**config.mk**
```make
export PLATFORM = sky130hd
export DESIGN_NAME = cos_front
export DESIGN_NICKNAME = d
export VERILOG_FILES = /design/src/cos_pkg.sv /design/src/cos_front.sv
export SDC_FILE = /design/constraint.sdc
export NUM_CORES = 1
export LEC_CHECK = 0
export CAP_MARGIN = 10
export CORE_AREA = 2 2 132 134
export DETAILED_ROUTE_END_ITERATION = 8
export DIE_AREA = 0 0 134 136
export DONT_BUFFER_PORTS = 1
export PLACE_DENSITY = 0.34
export SETUP_SLACK_MARGIN = 0.4
export SLEW_MARGIN = 25
export SYNTH_ARGS = -nofsm -noshare
export SYNTH_HDL_FRONTEND = slang
export SYNTH_SLANG_ARGS = --single-unit
```
**constraint.sdc**
```tcl
create_clock -name vclk -period 9.8
set_clock_uncertainty 0.05 [all_clocks]
set_input_delay 0.98 -clock vclk [all_inputs]
set_output_delay 0.98 -clock vclk [all_outputs]
set_load 0.02 [all_outputs]
```
**src/cos_pkg.sv**
```systemverilog
// ----------------------------------------------------------------------------
// cos_pkg
// Shared types and constants of the cursor overlay save and restore block.
// ----------------------------------------------------------------------------
package cos_pkg;

  localparam int ADDR_W      = 48;
  localparam int PIX_W       = 32;
  localparam int COORD_W     = 13;
  localparam int PITCH_W     = 14;
  localparam int PROD_W      = COORD_W + PITCH_W;
  localparam int CELL_IDX_W  = 8;
  localparam int QUEUE_DEPTH = 4;
  localparam int QPTR_W      = $clog2(QUEUE_DEPTH);
  localparam int CFG_IDX_W   = 3;

  localparam logic [CFG_IDX_W-1:0] CFG_FRAME_BASE    = 3'd0;
  localparam logic [CFG_IDX_W-1:0] CFG_LINE_PITCH    = 3'd1;
  localparam logic [CFG_IDX_W-1:0] CFG_SCREEN_WIDTH  = 3'd2;
  localparam logic [CFG_IDX_W-1:0] CFG_SCREEN_HEIGHT = 3'd3;

  typedef enum logic {
    FUNC_DRAW  = 1'b0,
    FUNC_CLEAR = 1'b1
  } func_e;

  typedef struct packed {
    logic [ADDR_W-1:0]  frame_base;
    logic [PITCH_W-1:0] line_pitch;
    logic [COORD_W-1:0] screen_width;
    logic [COORD_W-1:0] screen_height;
  } cfg_t;

  typedef struct packed {
    func_e                 func;
    logic                  active;
    logic [CELL_IDX_W-1:0] idx;
    logic [COORD_W-1:0]    y;
    logic [ADDR_W-1:0]     base_x;
    logic [PIX_W-1:0]      colour;
    logic [PIX_W-1:0]      pixel;
  } q_entry_t;

  typedef struct packed {
    logic full;
    logic empty;
  } q_status_t;

  typedef struct packed {
    logic s1_valid;
    logic out_valid;
  } bk_status_t;

endpackage

```
**src/cos_front.sv**
```systemverilog
// ----------------------------------------------------------------------------
// cos_front
// Accepts cursor cell requests, clips them and works out cell index and the
// column part of the pixel address.
// ----------------------------------------------------------------------------
module cos_front import cos_pkg::*; #(
  parameter int CURSOR_SIZE = 16
) (
  input  logic       in_valid_i,
  output logic       in_ready_o,
  input  logic       func_i,
  input  logic [11:0] pos_x_i,
  input  logic [11:0] pos_y_i,
  input  logic [3:0]  off_x_i,
  input  logic [3:0]  off_y_i,
  input  logic [15:0] mask_row_i,
  input  logic [31:0] draw_colour_i,
  input  logic [31:0] cur_pixel_i,
  input  cfg_t        cfg_i,
  input  q_status_t   q_status_i,
  output logic        push_o,
  output q_entry_t    entry_o
);

  localparam int Act = (CURSOR_SIZE < 16) ? CURSOR_SIZE : 16;

  logic [COORD_W-1:0] x;
  logic [COORD_W-1:0] y;
  logic               active;

  assign x = {1'b0, pos_x_i} + {9'b0, off_x_i};
  assign y = {1'b0, pos_y_i} + {9'b0, off_y_i};

  assign active = (int'(off_x_i) < CURSOR_SIZE) && (int'(off_y_i) < CURSOR_SIZE) &&
                  mask_row_i[4'd15 - off_x_i] &&
                  (x < cfg_i.screen_width) && (y < cfg_i.screen_height);

  assign in_ready_o = !q_status_i.full;
  assign push_o     = in_valid_i && in_ready_o;

  always_comb begin
    entry_o        = '0;
    entry_o.func   = func_e'(func_i);
    entry_o.active = active;
    entry_o.idx    = active ? CELL_IDX_W'(int'(off_y_i) * Act + int'(off_x_i)) : '0;
    entry_o.y      = y;
    entry_o.base_x = cfg_i.frame_base + {33'b0, x, 2'b00};
    entry_o.colour = draw_colour_i;
    entry_o.pixel  = cur_pixel_i;
  end

endmodule

```
==> results.json <==
{
  "ant_nets": 0,
  "num_vias": 2618,
  "synthSimpleGateAreaFrac": 0.213,
  "antenna_found_initial": 0,
  "critPathArrivalTime_ns": 4.74,
  "n_antenna_cell": 0,
  "use_met3": 0.0332,
  "worst_pin_slew_ns": 0.954,
  "syn_inst": 419,
  "powerDensity_nw_per_um2": 69.2,
  "worstHoldPathType": "input port to primary output",
  "place_congestion": 0.722,
  "die_h_microns": 136,
  "fillCellCount": 1954,
  "io_pins": 341,
  "drtPass1Iterations": 4,
  "path_cells": "ha_1 > fa_1 > a21o_1 > a21oi_1 > nor2_1 > xor2_1 > ha_1 > nand4_1 > nor2_1 > a2111oi_0 > o31a_1 > o211ai_2 > nor3b_1",
  "grt_overflow": 0,
  "post_cts_buffers": 0,
  "met2_usage": 0.195,
  "run_status": "complete, no violations",
  "syn_area_sq_um": 3080,
  "dp_hpwl_mm": 9.21,
  "synth.mux.area_fraction": 0.0398,
  "io_buffer_count": 0,
  "final-setup-viol-count": 0,
  "ys_top_cells_by_area": "ha_1 (19%), buf_4 (17%), xnor2_1 (13%), xor2_1 (5.1%), nand4_1 (4.9%)",
  "core.rowCount": 48,
  "dieArea_sq_um": 18200,
  "worstPathRequired_ns": 8.77,
  "layout.nets": 604,
  "vdd_drop_max_uv": 17.0,
  "cp-end-kind": "primary output",
  "rsz0062_at_grt": "no",
  "synth_compound_area_frac": 0.148,
  "synthAdderAreaFrac": 0.206,
  "drive_gt1_frac": 0.0401,
  "ctsHoldBuffers": 0,
  "fin_tns_setup_ns": 0,
  "start_util": 0.183,
  "p_leak_nw": 1.26,
  "cts_repair_resize_count": 0,
  "multi_input_area_sq_um": 2430,
  "synth.avg_cell_area_sq_um": 7.36,
  "cp_max_fo": 9,
  "final.period_utilization": 0.589,
  "synth_xor_area_frac": 0.182,
  "fp.dieW_microns": 134,
  "critPathSlowestCell": "nor3b_1",
  "cp-start-kind": "input port",
  "coreArea_sq_um": 16900,
  "seq_cells": 0,
  "path_buf_inv": 0,
  "synth_top_area_share": 0.187,
  "crit_path_max_incr_delay_ns": 0.65,
  "hold_violations": 0,
  "setup_ws_ns": 4.03,
  "regArea_sq_um": 0,
  "track_usage": 0.101,
  "wirelength_mm": 9.97,
  "nClkBuffers": 0,
  "whs_ns": 1.91,
  "design_area_sq_um": 2840,
  "yosysTopAreaCell": "ha_1",
  "routedWlPerCell_microns": 17.4,
  "via_per_inst": 4.56,
  "area_growth_pct": -7.95,
  "maxCapViolCount": 0,
  "yosysSeqAreaShare": 0,
  "grt_pass1_vias": 2752,
  "path_delay_family": "compound AO/OA/AOI/OAI gates",
  "yosysWarnings": 0,
  "drc": 0,
  "place_ws_ns": 4.00,
  "synth_top_family_by_area": "simple AND/OR/NAND/NOR gates",
  "slew_viol_final": 0,
  "placed_cell_area_sq_um": 2840,
  "grt_max_degree": 12,
  "grt_pass1_wl_mm": 14.7,
  "slew_headroom": 0.364,
  "drt_iter0_markers": 63,
  "synthesis.nets": 672,
  "finalCriticalPeriod_ns": 5.77,
  "max_freq_mhz": 173,
  "ys_types": 42,
  "use_met1": 0.109,
  "grt.busiest_layer": "met2",
  "path_class": "input port to primary output"
}
per-layer routing:
layer  vias up  routed length (microns)  share of wire
li1       1257                        -              -
met1      1164                     3730           0.37
met2       167                     4990           0.50
met3        30                     1100           0.11
met4         0                      146          0.015
met5         -                        0              0
placed cells by master, fill, tap and decap left out, drive strengths merged:
master,n
a2111oi,1
a211o,2
a211oi,2
a21o,15
a21oi,25
a221oi,1
a31oi,2
and2,1
and3,16
clkinv,1
fa,3
ha,46
inv,32
mux2i,1
mux4,5
nand2,38
nand2b,5
nand3,13
nand4,24
nor2,20
nor2b,3
nor3,4
nor3b,2
nor4,1
o2111ai,1
o211a,1
o211ai,4
o21a,2
o21ai,10
o21bai,1
o31a,1
or2,2
xnor2,46
xor2,18
kinds of logic (layout without fill, tap and decap cells):
kind of cell / after synthesis / in the layout
AOI/OAI and AO/OA: 68 / 68
xor gates and xnor gates: 64 / 64
muxes: 6 / 6
buffers and inverters: 103 / 33
adders and majority gates: 49 / 49
and+or+nand+nor: 129 / 129
area by class of cell:
class | count | area share
inverter | 33 | 0.0437
multi-input combinational | 316 | 0.857
tap | 225 | 0.0992
final timing paths:
kind  startpoint           end  slack [ns]  depth (start not counted)
min       func_i  entry_o[134]        1.91                          0
max   pos_y_i[0]  entry_o[128]        4.03                         13
cells in the mapped netlist, types with 3 or more instances:
master,count
buf_4,68
ha_1,46
xnor2_1,46
nand2_1,38
inv_1,32
a21oi_1,24
nand4_1,24
nor2_1,19
xor2_1,18
and3_1,16
a21o_1,15
nand3_1,12
o21ai_0,9
mux4_2,5
nand2b_1,5
nor3_1,4
fa_1,3
nor2b_1,3
o211ai_1,3
per-stage QoR:
stage	power (mW)	util	std cells
finish	0.196	0.168	574
global route	0.218	0.168	574
CTS	0.201	0.168	574
detailed placement	0.200	0.168	574
global placement	0.199	0.168	574
floorplan	0.206	-	419
report_power, final:
group	internal [mW]	switching (mW)	total [mW]
Sequential	0	0	0
Clock	0	0	0
Combinational	0.0651	0.131	0.196
Total	0.0651	0.131	0.196
No activity file was read; power rests on OpenSTA's default activity.
