## config.mk

```make
export PLATFORM = sky130hd
export DESIGN_NAME = cos_queue
export DESIGN_NICKNAME = d
export VERILOG_FILES = /design/src/cos_pkg.sv /design/src/cos_queue.sv
export SDC_FILE = /design/constraint.sdc
export NUM_CORES = 1
export LEC_CHECK = 0
export BUFFER_PORTS_ARGS = -buffer_cell sky130_fd_sc_hd__buf_2
export CAP_MARGIN = 20
export CORE_UTILIZATION = 57
export CTS_CLUSTER_SIZE = 40
export DETAILED_ROUTE_END_ITERATION = 10
export PLACE_DENSITY = 0.85
export SETUP_SLACK_MARGIN = 0.2
export SLEW_MARGIN = 10
export SYNTH_ARGS = -nofsm -noshare
export SYNTH_HDL_FRONTEND = slang
export SYNTH_SLANG_ARGS = --single-unit
```

## constraint.sdc

```tcl
create_clock -name clk_i -period 5.17 [get_ports clk_i]
set_input_delay 1.034 -clock clk_i [delete_from_list [all_inputs] [get_ports clk_i]]
set_output_delay 1.034 -clock clk_i [all_outputs]
set_load 0.01 [all_outputs]
```

## src/cos_pkg.sv

```systemverilog
// ----------------------------------------------------------------------------
// cos_pkg
// Shared types and constants of the cursor overlay save and restore block.
// ----------------------------------------------------------------------------
package cos_pkg;

  localparam int ADDR_W      = 48;
  localparam int PIX_W       = 32;
  localparam int COORD_W     = 13;
  localparam int PITCH_W     = 14;
  localparam int PROD_W      = COORD_W + PITCH_W;
  localparam int CELL_IDX_W  = 8;
  localparam int QUEUE_DEPTH = 4;
  localparam int QPTR_W      = $clog2(QUEUE_DEPTH);
  localparam int CFG_IDX_W   = 3;

  localparam logic [CFG_IDX_W-1:0] CFG_FRAME_BASE    = 3'd0;
  localparam logic [CFG_IDX_W-1:0] CFG_LINE_PITCH    = 3'd1;
  localparam logic [CFG_IDX_W-1:0] CFG_SCREEN_WIDTH  = 3'd2;
  localparam logic [CFG_IDX_W-1:0] CFG_SCREEN_HEIGHT = 3'd3;

  typedef enum logic {
    FUNC_DRAW  = 1'b0,
    FUNC_CLEAR = 1'b1
  } func_e;

  typedef struct packed {
    logic [ADDR_W-1:0]  frame_base;
    logic [PITCH_W-1:0] line_pitch;
    logic [COORD_W-1:0] screen_width;
    logic [COORD_W-1:0] screen_height;
  } cfg_t;

  typedef struct packed {
    func_e                 func;
    logic                  active;
    logic [CELL_IDX_W-1:0] idx;
    logic [COORD_W-1:0]    y;
    logic [ADDR_W-1:0]     base_x;
    logic [PIX_W-1:0]      colour;
    logic [PIX_W-1:0]      pixel;
  } q_entry_t;

  typedef struct packed {
    logic full;
    logic empty;
  } q_status_t;

  typedef struct packed {
    logic s1_valid;
    logic out_valid;
  } bk_status_t;

endpackage

```

## src/cos_queue.sv

```systemverilog
// ----------------------------------------------------------------------------
// cos_queue
// Short FIFO of classified cell requests between front and back.
// ----------------------------------------------------------------------------
module cos_queue import cos_pkg::*; (
  input  logic      clk_i,
  input  logic      rst_ni,
  input  logic      push_i,
  input  q_entry_t  entry_i,
  input  logic      pop_i,
  output q_entry_t  entry_o,
  output q_status_t status_o
);

  q_entry_t            store_q [QUEUE_DEPTH];
  logic [QPTR_W-1:0]   wr_ptr_q, wr_ptr_d;
  logic [QPTR_W-1:0]   rd_ptr_q, rd_ptr_d;
  logic [QPTR_W:0]     count_q, count_d;

  always_comb begin
    wr_ptr_d = wr_ptr_q;
    rd_ptr_d = rd_ptr_q;
    count_d  = count_q;
    if (push_i) begin
      wr_ptr_d = wr_ptr_q + QPTR_W'(1);
    end
    if (pop_i) begin
      rd_ptr_d = rd_ptr_q + QPTR_W'(1);
    end
    unique case ({push_i, pop_i})
      2'b10:   count_d = count_q + (QPTR_W + 1)'(1);
      2'b01:   count_d = count_q - (QPTR_W + 1)'(1);
      default: count_d = count_q;
    endcase
  end

  always_ff @(posedge clk_i or negedge rst_ni) begin
    if (!rst_ni) begin
      wr_ptr_q <= '0;
      rd_ptr_q <= '0;
      count_q  <= '0;
    end else begin
      wr_ptr_q <= wr_ptr_d;
      rd_ptr_q <= rd_ptr_d;
      count_q  <= count_d;
    end
  end

  always_ff @(posedge clk_i) begin
    if (push_i) begin
      store_q[wr_ptr_q] <= entry_i;
    end
  end

  assign entry_o        = store_q[rd_ptr_q];
  assign status_o.full  = (count_q == (QPTR_W + 1)'(QUEUE_DEPTH));
  assign status_o.empty = (count_q == '0);

endmodule

```

==> flow_metrics.env, run 1 <==
export IMPL_core_area_um2=34500
export IMPL_min_path_type="primary input to asynchronous set/reset pin"
export IMPL_start_kind="register"
export IMPL_tns_ns=0
export IMPL_synthArstFlopShare_pct=1.28
export IMPL_grt_use_total_pct=20.9
export IMPL_hpwl_um=21000
export IMPL_cts_buffer_depth=3
export IMPL_ctsHoldBuffers=0
export IMPL_setup_violations=0
export IMPL_cts_resized_gates=0
export IMPL_p_sw_mw=3.83
export IMPL_avgViaCountPerCell=5.79
export IMPL_clockPowerShare_pct=26.6
export IMPL_path_class="register to output port"
export IMPL_drtIter0Drc=646
export IMPL_stdcell_area_um2=23400
export IMPL_leakage_nw=7.97
export IMPL_setup_slack_ns=1.49
export IMPL_worstReg2RegStart="wr_ptr_q[1]$_DFFE_PN0P_"
export IMPL_finalWirelength_um=37000
export IMPL_ys_ff_latch=547
export IMPL_wl_per_cell_um=23.8
export IMPL_synth_mux_area_share_pct=15.3
export IMPL_final_nets=1196
export IMPL_swShare_pct=28.6
export IMPL_synth_simple_area_share_pct=0.258
export IMPL_die_width_um=189
export IMPL_nFillCells=2067
export IMPL_min_period_over_period_pct=71.2
export IMPL_synth_xor_area_share_pct=0.264
export IMPL_vias=8995
export IMPL_drive_gt1_share_pct=45.7
export IMPL_avgSynthCellArea_um2=26.8
export IMPL_dpl_worst_slack_ns=2.08
export IMPL_seq_power_share_pct=45.6
export IMPL_max_cap_violations=0
export IMPL_synthesis_instances=742
export IMPL_cts_tree="yes"
export IMPL_rr_worst_depth=4
export IMPL_die_area_um2=35600
export IMPL_worstMarginPinSlew_ns=1.02
export IMPL_htree_num_levels=2
export IMPL_firstDrtPassIters=5
export IMPL_numCtsBuffers=52
export IMPL_skew_ns=0.0125
export IMPL_place_congestion=0.736
export IMPL_intPower_mw=9.54
export IMPL_slew_viol_final=0
export IMPL_syn_cell_area_um2=19900
export IMPL_rsz0062_at_grt="false"
export IMPL_grt_pass1_wl_um=54800
export IMPL_status="complete, no violations"
export IMPL_area_delta_synth_final_pct=17.7
export IMPL_end_kind="output port"
export IMPL_vdd_ir_drop_worst_mv=0.462
export IMPL_rows=68
export IMPL_fmaxAchievable_mhz=272
export IMPL_syn_nets=887
export IMPL_drc_errors=0
export IMPL_post_cts_setup_buffer_count=0
export IMPL_seq_area_frac_synth_pct=82.5
export IMPL_synthAdderAreaFrac_pct=0.416
export IMPL_reg2reg_slack_ns=2.90
export IMPL_combPwrFrac_pct=27.8
export IMPL_clock_latency_ns=0.58
export IMPL_yosys_warnings=0
export IMPL_stdcell_count=1554
export IMPL_post_dp_cell_area_um2=21800
export IMPL_hold_viol_final=0
export IMPL_clk_root_buffer_cell="clkbuf_16"
export IMPL_synth_top_family_by_area="multiplexers"
export IMPL_port_buffers=275
export IMPL_required_ns=4.14
export IMPL_grt_max_degree=136
export IMPL_worstPathArrival_ns=2.65
export IMPL_grt_overflow=0
export IMPL_synth_cell_types=17
export IMPL_period_needed_ns=3.68
export IMPL_synth_edf_count=540
export IMPL_critPathMaxFanout=49
export IMPL_power_density_nw_per_um2=571
export IMPL_antenna_found_initial=11
export IMPL_crit_path_start="rd_ptr_q[1]$_DFFE_PN0P_"
export IMPL_pin_count=276
export IMPL_synth_flop_cell="edfxtp_1"
export IMPL_cts_sinks=547
export IMPL_max_slew_margin_pct=32.2
export IMPL_dp_cells=1452
export IMPL_ant_nets=0
export IMPL_start_util_pct=57.7
export IMPL_r2r_end="store_q[1][111]$_DFFE_PP_"
export IMPL_grt_pass1_vias=9286
export IMPL_critical_path_endpoint="entry_o[94]"
export IMPL_clkTransAtPathRegs_ns=0.06
export IMPL_synth_compound_area_share_pct=0.0504
export IMPL_die_h_um=189
[metal layers]
| metal | part of all wire [%] | vias up | global-route usage (%) | routed length [µm] |
|---|---|---|---|---|
| met5 | 0.097 | - | 0 | 36 |
| met4 | 2.8 | 6 | 9.06 | 1050 |
| met3 | 8.5 | 74 | 5.94 | 3150 |
| met2 | 50 | 397 | 32.7 | 18300 |
| met1 | 39 | 4684 | 27.8 | 14400 |
| li1 | - | 3834 | - | - |
[Yosys cell counts, types with 2 or more instances]
master	number	area, µm²
xnor2_1	2	17.5
and2_1	4	25.0
xor2_1	4	35.0
nand2_1	3	11.3
edfxtp_1	540	16200
dfrtp_1	7	175
buf_6	9	101
ha_1	5	62.6
mux4_2	135	3040
o21ai_0	2	10.0
buf_4	6	45.0
inv_1	6	22.5
buf_2	15	75.1
[placed cells by master, fill, tap and decap left out, types with 2 or more instances in the layout]
master      Yosys  final
xnor2_1         2      2
buf_12          0      7
xor2_1          4      4
diode_2         0      8
dfrtp_1         7      5
clkinv_1        0     12
ha_1            5      5
mux4_2        135    135
clkinvlp_4      0      4
clkbuf_16       0     53
buf_2          15    275
inv_1           6      6
o21ai_0         2      2
edfxtp_1      540    540
clkbuf_1        0      9
bufinv_16       0      3
clkinv_2        0     11
buf_4           6      3
nand2_1         3      3
dfrtp_4         0      2
and2_4          0      4
[worst min path at each step]
stage	startpoint	to	depth (start not counted)
after floorplan	count_q[2]$_DFFE_PN0P_	count_q[2]$_DFFE_PN0P_	1
final	rst_ni	wr_ptr_q[0]$_DFFE_PN0P_	1
after CTS	rst_ni	wr_ptr_q[0]$_DFFE_PN0P_	1
after global routing	rst_ni	wr_ptr_q[1]$_DFFE_PN0P_	1
after detailed placement	count_q[2]$_DFFE_PN0P_	count_q[2]$_DFFE_PN0P_	1
after global placement	count_q[2]$_DFFE_PN0P_	count_q[2]$_DFFE_PN0P_	1
[state kept, by name, indices dropped and copies added, names as in the netlist]
| signal | flops |
|---|---|
| store_q | 540 |
| count_q | 3 |
| rd_ptr_q | 2 |
| wr_ptr_q | 2 |
[power groups by stage]
stage | clock network (mW) | logic (mW) | registers [mW]
finish | 3.55 | 3.72 | 6.09
CTS | 3.62 | 3.80 | 6.10
floorplan | 0 | 2.55 | 6.11
detailed placement | 0 | 3.77 | 6.18
global route | 3.77 | 3.98 | 6.15
global placement | 0 | 3.73 | 6.11
[cell type report]
cell class	instances	area (µm²)	share of cell area [%]
antenna	8	20.0	0.0856
clock buffer	62	1360	5.81
clock inverter	32	238	1.02
inverter	6	22.5	0.0963
multi-input combinational	159	3250	13.9
sequential	547	16400	70.1
tap	455	569	2.43
timing repair buffer	285	1540	6.58
[logic make-up after synthesis]
group / count (synthesis)
AO/OA/AOI/OAI: 2
buffers and inverters: 36
XOR/XNOR: 6
adder cells (fa/ha/maj): 6
AND/OR/NAND/NOR: 10
flip-flops: 547
multiplexers: 135
[through the flow]
step | util [%] | total power [mW] | hold slack [ns]
2_1_floorplan | - | 8.65 | 0.457
3_3_place_gp | 63.2 | 9.84 | 0.472
3_5_place_dp | 63.2 | 9.95 | 0.494
4_1_cts | 67.8 | 13.5 | 0.269
5_1_grt | 67.9 | 13.9 | 0.285
6_report | 67.9 | 13.4 | 0.290
[critical path, stage by stage, from the launching register on]
cell and delay (ns):
dfrtp_4 0.90, buf_4 0.55, mux4_2 0.42, buf_2 0.17
No activity file was read; power rests on OpenSTA's default activity.
==> run 2, diff against run 1 <==
- CORE_UTILIZATION: 57 -> 51
- PLACE_DENSITY: 0.85 -> 0.81
- clock period: 5.17 -> 3.05 ns (I/O delays scaled with it)
==> flow_metrics.env, run 2 (same netlist as run 1, synthesis figures left out) <==
export IMPL_place_congestion=0.735
export IMPL_seqCellArea_um2=16400
export IMPL_end_kind="output port"
export IMPL_core_area_um2=38000
export IMPL_finish_utilization_pct=62.9
export IMPL_largestRegisters="store_q (540), count_q (3)"
export IMPL_start_util_pct=52.3
export IMPL_clkTransAtPathRegs_ns=0.06
export IMPL_leakage_nw=8.19
export IMPL_ant_nets=0
export IMPL_numCtsBuffers=51
export IMPL_area_delta_synth_final_pct=20.3
export IMPL_multi_input_area_um2=3250
export IMPL_drtIter0Drc=586
export IMPL_swShare_pct=28.7
export IMPL_rsz0062_at_grt="true"
export IMPL_worstMarginPinSlew_ns=0.664
export IMPL_avgViaCountPerCell=5.53
export IMPL_status="complete, no violations"
export IMPL_drive_gt1_share_pct=46.6
export IMPL_power_density_nw_per_um2=976
export IMPL_grt_use_total_pct=20.3
export IMPL_nFillCells=2550
export IMPL_htree_num_levels=2
export IMPL_top_register="store_q"
export IMPL_combPwrFrac_pct=30.0
export IMPL_die_h_um=199
export IMPL_clockPowerShare_pct=26.3
export IMPL_p_sw_mw=6.69
export IMPL_wl_per_cell_um=24.6
export IMPL_slew_viol_final=0
export IMPL_grt_pass1_wl_um=57800
export IMPL_max_slew_margin_pct=55.7
export IMPL_worstPathArrival_ns=2.17
export IMPL_finalWirelength_um=40400
export IMPL_dp_cells=1527
export IMPL_vias=9071
export IMPL_min_period_over_period_pct=91.3
export IMPL_die_area_um2=39800
export IMPL_cts_tree="yes"
export IMPL_path_class="register to output port"
export IMPL_max_cap_violations=0
export IMPL_port_buffers=275
export IMPL_setup_violations=0
export IMPL_fmaxAchievable_mhz=359
export IMPL_drc_errors=0
export IMPL_hold_viol_final=0
export IMPL_critPathMaxFanout=24
export IMPL_rows=71
export IMPL_cts_sinks=547
export IMPL_grt_pass1_vias=9543
export IMPL_tns_ns=0
export IMPL_firstDrtPassIters=4
export IMPL_start_kind="register"
export IMPL_largest_reg_flops=540
export IMPL_clock_latency_ns=0.58
export IMPL_skew_ns=0.00796
export IMPL_hpwl_um=23900
export IMPL_final_cell_mix="540 x edfxtp_1, 275 x buf_2, 135 x mux4_2"
export IMPL_pin_count=276
export IMPL_grt_max_degree=63
export IMPL_final_common_cell="edfxtp_1"
export IMPL_antenna_found_initial=11
export IMPL_seq_power_share_pct=43.7
export IMPL_min_path_type="primary input to register"
export IMPL_clk_root_buffer_cell="clkbuf_16"
export IMPL_die_width_um=199
export IMPL_post_dp_cell_area_um2=22100
export IMPL_cts_buffer_depth=3
export IMPL_stdcell_count=1639
export IMPL_grt_overflow=0
export IMPL_stdcell_area_um2=23900
export IMPL_final_nets=1222
export IMPL_intPower_mw=16.6
export IMPL_vdd_ir_drop_worst_mv=0.661
export IMPL_period_needed_ns=2.78
export IMPL_required_ns=2.44
-- run 2: timing repair --
action                     4_1_cts  5_1_grt
gates resized for setup          2        0
hold endpoints to repair         7        0
hold buffers                     1        0
gates cloned                     1        2
setup endpoints to repair       86       67
setup buffers                    2        2
-- run 2: area by class of cell --
type / instances / area share [%]
repair buffers: 312 / 8.14
inverters: 6 / 0.0942
well taps: 511 / 2.68
clock buffers: 65 / 5.78
multi-input cells: 159 / 13.6
diodes: 9 / 0.0942
clock inverters: 30 / 1.01
flip-flops and latches: 547 / 68.6
-- run 2: stage by stage --
stage	power (mW)	worst slack, ns	hold WS [ns]
after floorplan	14.6	0.329	0.314
after global placement	17.0	0.711	0.463
after detailed placement	17.1	0.682	0.460
after CTS	23.5	0.132	0.200
after global routing	24.3	0.172	0.207
final	23.3	0.266	0.240
-- run 2: worst max-delay path, stage by stage (launching register included) --
cell and delay [ns]:
dfrtp_4 0.48, buf_4 0.15, buf_16 0.21, mux4_2 0.56
buf_2 0.16
-- run 2: final timing paths --
path                                         start                        end  cells past startpoint  slack [ns]
max                        rd_ptr_q[0]$_DFFE_PN0P_               entry_o[106]                      4        0.27
min                                   entry_i[129]  store_q[3][129]$_DFFE_PP_                      1        0.24
max reg2reg                wr_ptr_q[1]$_DFFE_PN0P_  store_q[1][111]$_DFFE_PP_                      4        1.15
min reg2reg                 count_q[0]$_DFFE_PN0P_     count_q[0]$_DFFE_PN0P_                      1        0.52
max in group asynchronous                   rst_ni    rd_ptr_q[0]$_DFFE_PN0P_                      2        2.43
min in group asynchronous                   rst_ni    wr_ptr_q[1]$_DFFE_PN0P_                      2        0.42
-- run 2: power by group through the flow --
stage | clock network, mW | registers [mW] | logic [mW]
2_1_floorplan | 0 | 10.2 | 4.32
3_3_place_gp | 0 | 10.2 | 6.75
3_5_place_dp | 0 | 10.3 | 6.80
4_1_cts | 6.26 | 10.2 | 6.99
5_1_grt | 6.52 | 10.3 | 7.51
6_report | 6.13 | 10.2 | 6.99
-- run 2: metal layers --
metal	share of wire, %	track usage, %	routed length, µm
met1	37	24.7	15000
met2	52	33.9	21100
met3	7.8	6.33	3150
met4	2.9	8.11	1170
met5	0.084	0	34
